--- config.mk ---
export PLATFORM = sky130hd
export DESIGN_NAME = bpa_ram
export DESIGN_NICKNAME = d
export VERILOG_FILES = /design/src/rtl/core/bpa_ram.sv
export SDC_FILE = /design/constraint.sdc
export NUM_CORES = 1
export LEC_CHECK = 0
export BUFFER_PORTS_ARGS = -buffer_cell sky130_fd_sc_hd__clkbuf_2
export CAP_MARGIN = 15
export CORE_ASPECT_RATIO = 0.9
export CORE_MARGIN = 4
export CORE_UTILIZATION = 45
export DETAILED_ROUTE_END_ITERATION = 8
export SYNTH_ARGS = -nofsm -noshare
export SYNTH_HDL_FRONTEND = slang
export SYNTH_SLANG_ARGS = --single-unit
--- constraint.sdc ---
create_clock -name aclk -period 2 [get_ports aclk]
set_clock_uncertainty 0.15 [all_clocks]
set_input_delay 0.4 -clock aclk [delete_from_list [all_inputs] [get_ports aclk]]
set_output_delay 0.4 -clock aclk [all_outputs]
set_load 0.005 [all_outputs]
--- src/rtl/core/bpa_ram.sv ---
// Generic single-write, single-read RAM with registered read data.
// No dependencies.
`default_nettype none
module bpa_ram #(
    parameter int WIDTH = 8,
    parameter int DEPTH = 16
) (
    input  wire logic                     aclk,
    input  wire logic                     we,
    input  wire logic [$clog2(DEPTH)-1:0] waddr,
    input  wire logic [WIDTH-1:0]         wdata,
    input  wire logic                     re,
    input  wire logic [$clog2(DEPTH)-1:0] raddr,
    output logic      [WIDTH-1:0]         rdata
);
    logic [WIDTH-1:0] mem [DEPTH];

    always_ff @(posedge aclk) begin
        if (we) begin
            mem[waddr] <= wdata;
        end
        if (re) begin
            rdata <= mem[raddr];
        end
    end
endmodule
`default_nettype wire
==> flow_summary.ini <==
[worst_setup_path]
cpLargestDelayFamily = multiplexers
regToRegEndpoint = rdata[4]$_DFFE_PP_
critPathMaxStageDelay_ps = 610
required_ps = 2000
r2r-start = mem[10][4]$_DFFE_PP_
arrival_ps = 1710
rrSetupSlack_ps = 350
slowest_stage = mux4_1
r2r_cells = 3
crit_type = input pin to flop
cp_num_buf_inv = 2
cp_max_fo = 22
endpoint_kind = flop
path_cells = clkbuf_2 > buf_12 > mux4_1 > a22oi_1 > nand2_1
worst_setup_path_start_kind = input pin

[power]
fin_total_pwr_mw = 6.70
worst_ir_drop_vdd_mv = 0.749
powerDensity_nw_per_um2 = 1070
p_leak_nw = 2.13

[place]
portBuffers = 26
gp_congestion = 0.720
place_hpwl_mm = 6.40

[floorplan]
die_y_um = 110
dieArea_um2 = 13400
fp.dieW_um = 122
num_rows = 37
start_util = 0.459
ios = 27
core_area_um2 = 11400

[global_route]
antenna_found_initial = 0
grt_usage = 0.166
top_usage_layer = met2
grt_pass1_vias = 2490
met1_usage = 0.239
grt_max_degree = 33
grt_use_met3 = 0.0459
grt_overflow_total = 0
global_route.usage.met2 = 0.242
grt_pass1_wl_mm = 15.4

[synthesis]
ys_top_cells_by_area = edfxtp_1, mux4_2, mux4_1
netlist-cell-type-count = 18
ys_ff_latch = 136
syn_inst = 229
synth.net_count = 248
syn_area_per_cell_um2 = 22.8
synth_top_area_share = 0.781
yosysTopAreaCell = edfxtp_1
synth_seq_area_share = 0.781
synth_warnings = 0
syn-cell-area_um2 = 5230

[drt]
avgViaCountPerCell = 5.39
drtIter0Drc = 270
firstDrtPassIters = 5
ant_nets = 0
via_count = 2448
wl_per_cell_um = 21.7
wirelength_mm = 9.85
drc = 0

[timing]
min_period_ps = 1710
maxSlewViolCount = 0
rsz0062_at_grt = false
timing.hold.ws_ps = 232
fmax_mhz = 584
hold_viol = 0
slew_headroom = 0.549
setup_violations = 0
fin_crit_sh = 0.856
worst_pin_slew_ps = 674

[clocking]
htree_levels = 4
cts_resized = 0
postCtsHoldBufs = 0
cts_buffers = 17
root_buffer = clkbuf_16
insertion_delay_ps = 410
post-cts-setup-buffers = 0
clock-sinks = 136
path_clk_slew_ps = 60
cts_max_path_buffers = 2
tritoncts = done

[hold_path]
hold_start = re
hold_depth = 1
hold_path_end = rdata[2]$_DFFE_PP_
worstHoldPathType = input pin to flop

[finish]
layout-drive-gt1-share = 0.319
nets = 304
num_antenna_cells = 0
fillers = 890
area_delta_synth_final_pct = 20.1

[flow_run]
cap_viol_max_count = 0

[run_status]
status = completed
-- sequential cells by signal, summed over array words and instances, names as in the netlist --
register	count
mem	128
rdata	8
-- worst max-delay path by stage --
| stage | endpoint | slack, ps | cells past startpoint | start |
|---|---|---|---|---|
| 3_5_place_dp | rdata[5]$_DFFE_PP_ | -130 | 5 | raddr[0] |
| 3_3_place_gp | rdata[5]$_DFFE_PP_ | -140 | 5 | raddr[0] |
| 4_1_cts | rdata[5]$_DFFE_PP_ | 300 | 5 | raddr[0] |
| 2_1_floorplan | rdata[1]$_DFFE_PP_ | 170 | 5 | raddr[0] |
| 6_report | rdata[0]$_DFFE_PP_ | 290 | 5 | raddr[0] |
| 5_1_grt | rdata[0]$_DFFE_PP_ | 240 | 5 | raddr[0] |
-- routing by layer --
layer  part of all wire  vias up
met5                  0        -
met4             0.0051        0
met3              0.060        7
met2               0.46       80
met1               0.47     1265
li1                   -     1096
-- metrics by stage --
stage          instance area (um^2)  setup TNS, ps  std cells  worst slack (ps)   util
3_5_place_dp                   5670           -656        422              -128  0.498
3_3_place_gp                   5670           -640        422              -140  0.498
5_1_grt                        6280              0        454               243  0.551
6_report                       6280              0        454               288  0.551
2_1_floorplan                  5230              0        229               168      -
4_1_cts                        6280              0        454               305  0.551
-- cells in the final DEF (no fill, tap or decap), drive strengths merged --
cell | netlist | final
mux4 | 32 | 32
nor2 | 13 | 13
clkbuf | 0 | 44
or3b | 1 | 1
clkinv | 0 | 7
buf | 7 | 21
nand2 | 9 | 9
nand3b | 2 | 2
and2 | 1 | 1
bufinv | 0 | 4
nor2b | 1 | 1
nand2b | 2 | 2
edfxtp | 136 | 136
nand3 | 1 | 1
and2b | 1 | 1
nor3 | 4 | 4
clkinvlp | 0 | 3
a22oi | 16 | 16
-- worst reg2reg max path, stage by stage, from the launching register on --
cell and delay (ps):
edfxtp_1 360, mux4_1 490, a22oi_1 290, nand2_1 100
-- report_power, final --
part / internal (mW) / switching [mW]
sequential: 3.21 / 0.0157
clock: 2.07 / 1.10
combinational: 0.130 / 0.166
-- cells by family (layout without fill, tap and decap cells) --
| kind of cell | after synthesis | count (layout) | synth area share |
|---|---|---|---|
| flops | 136 | 136 | 0.781 |
| buf+inv | 10 | 79 | 0.0165 |
| mux | 32 | 32 | 0.148 |
| compound gates | 16 | 16 | 0.0230 |
| simple gates | 35 | 35 | 0.0314 |
-- Yosys cell counts, drive strengths merged --
cell and count:
edfxtp 136, mux4 32, a22oi 16, nor2 13, nand2 9, buf 7
nor3 4, clkdlybuf4s25 3, nand2b 2, nand3b 2, and2 1, and2b 1
nand3 1, nor2b 1, or3b 1
-- final cells by class --
cell class / instances / area [um^2] / area share
Clock inverter: 14 / 181 / 0.0289
Sequential cell: 136 / 4080 / 0.651
Timing Repair Buffer: 47 / 325 / 0.0518
Clock buffer: 18 / 429 / 0.0684
Tap cell: 156 / 195 / 0.0311
Multi-Input combinational cell: 83 / 1060 / 0.169
No activity file was read; power rests on OpenSTA's default activity.
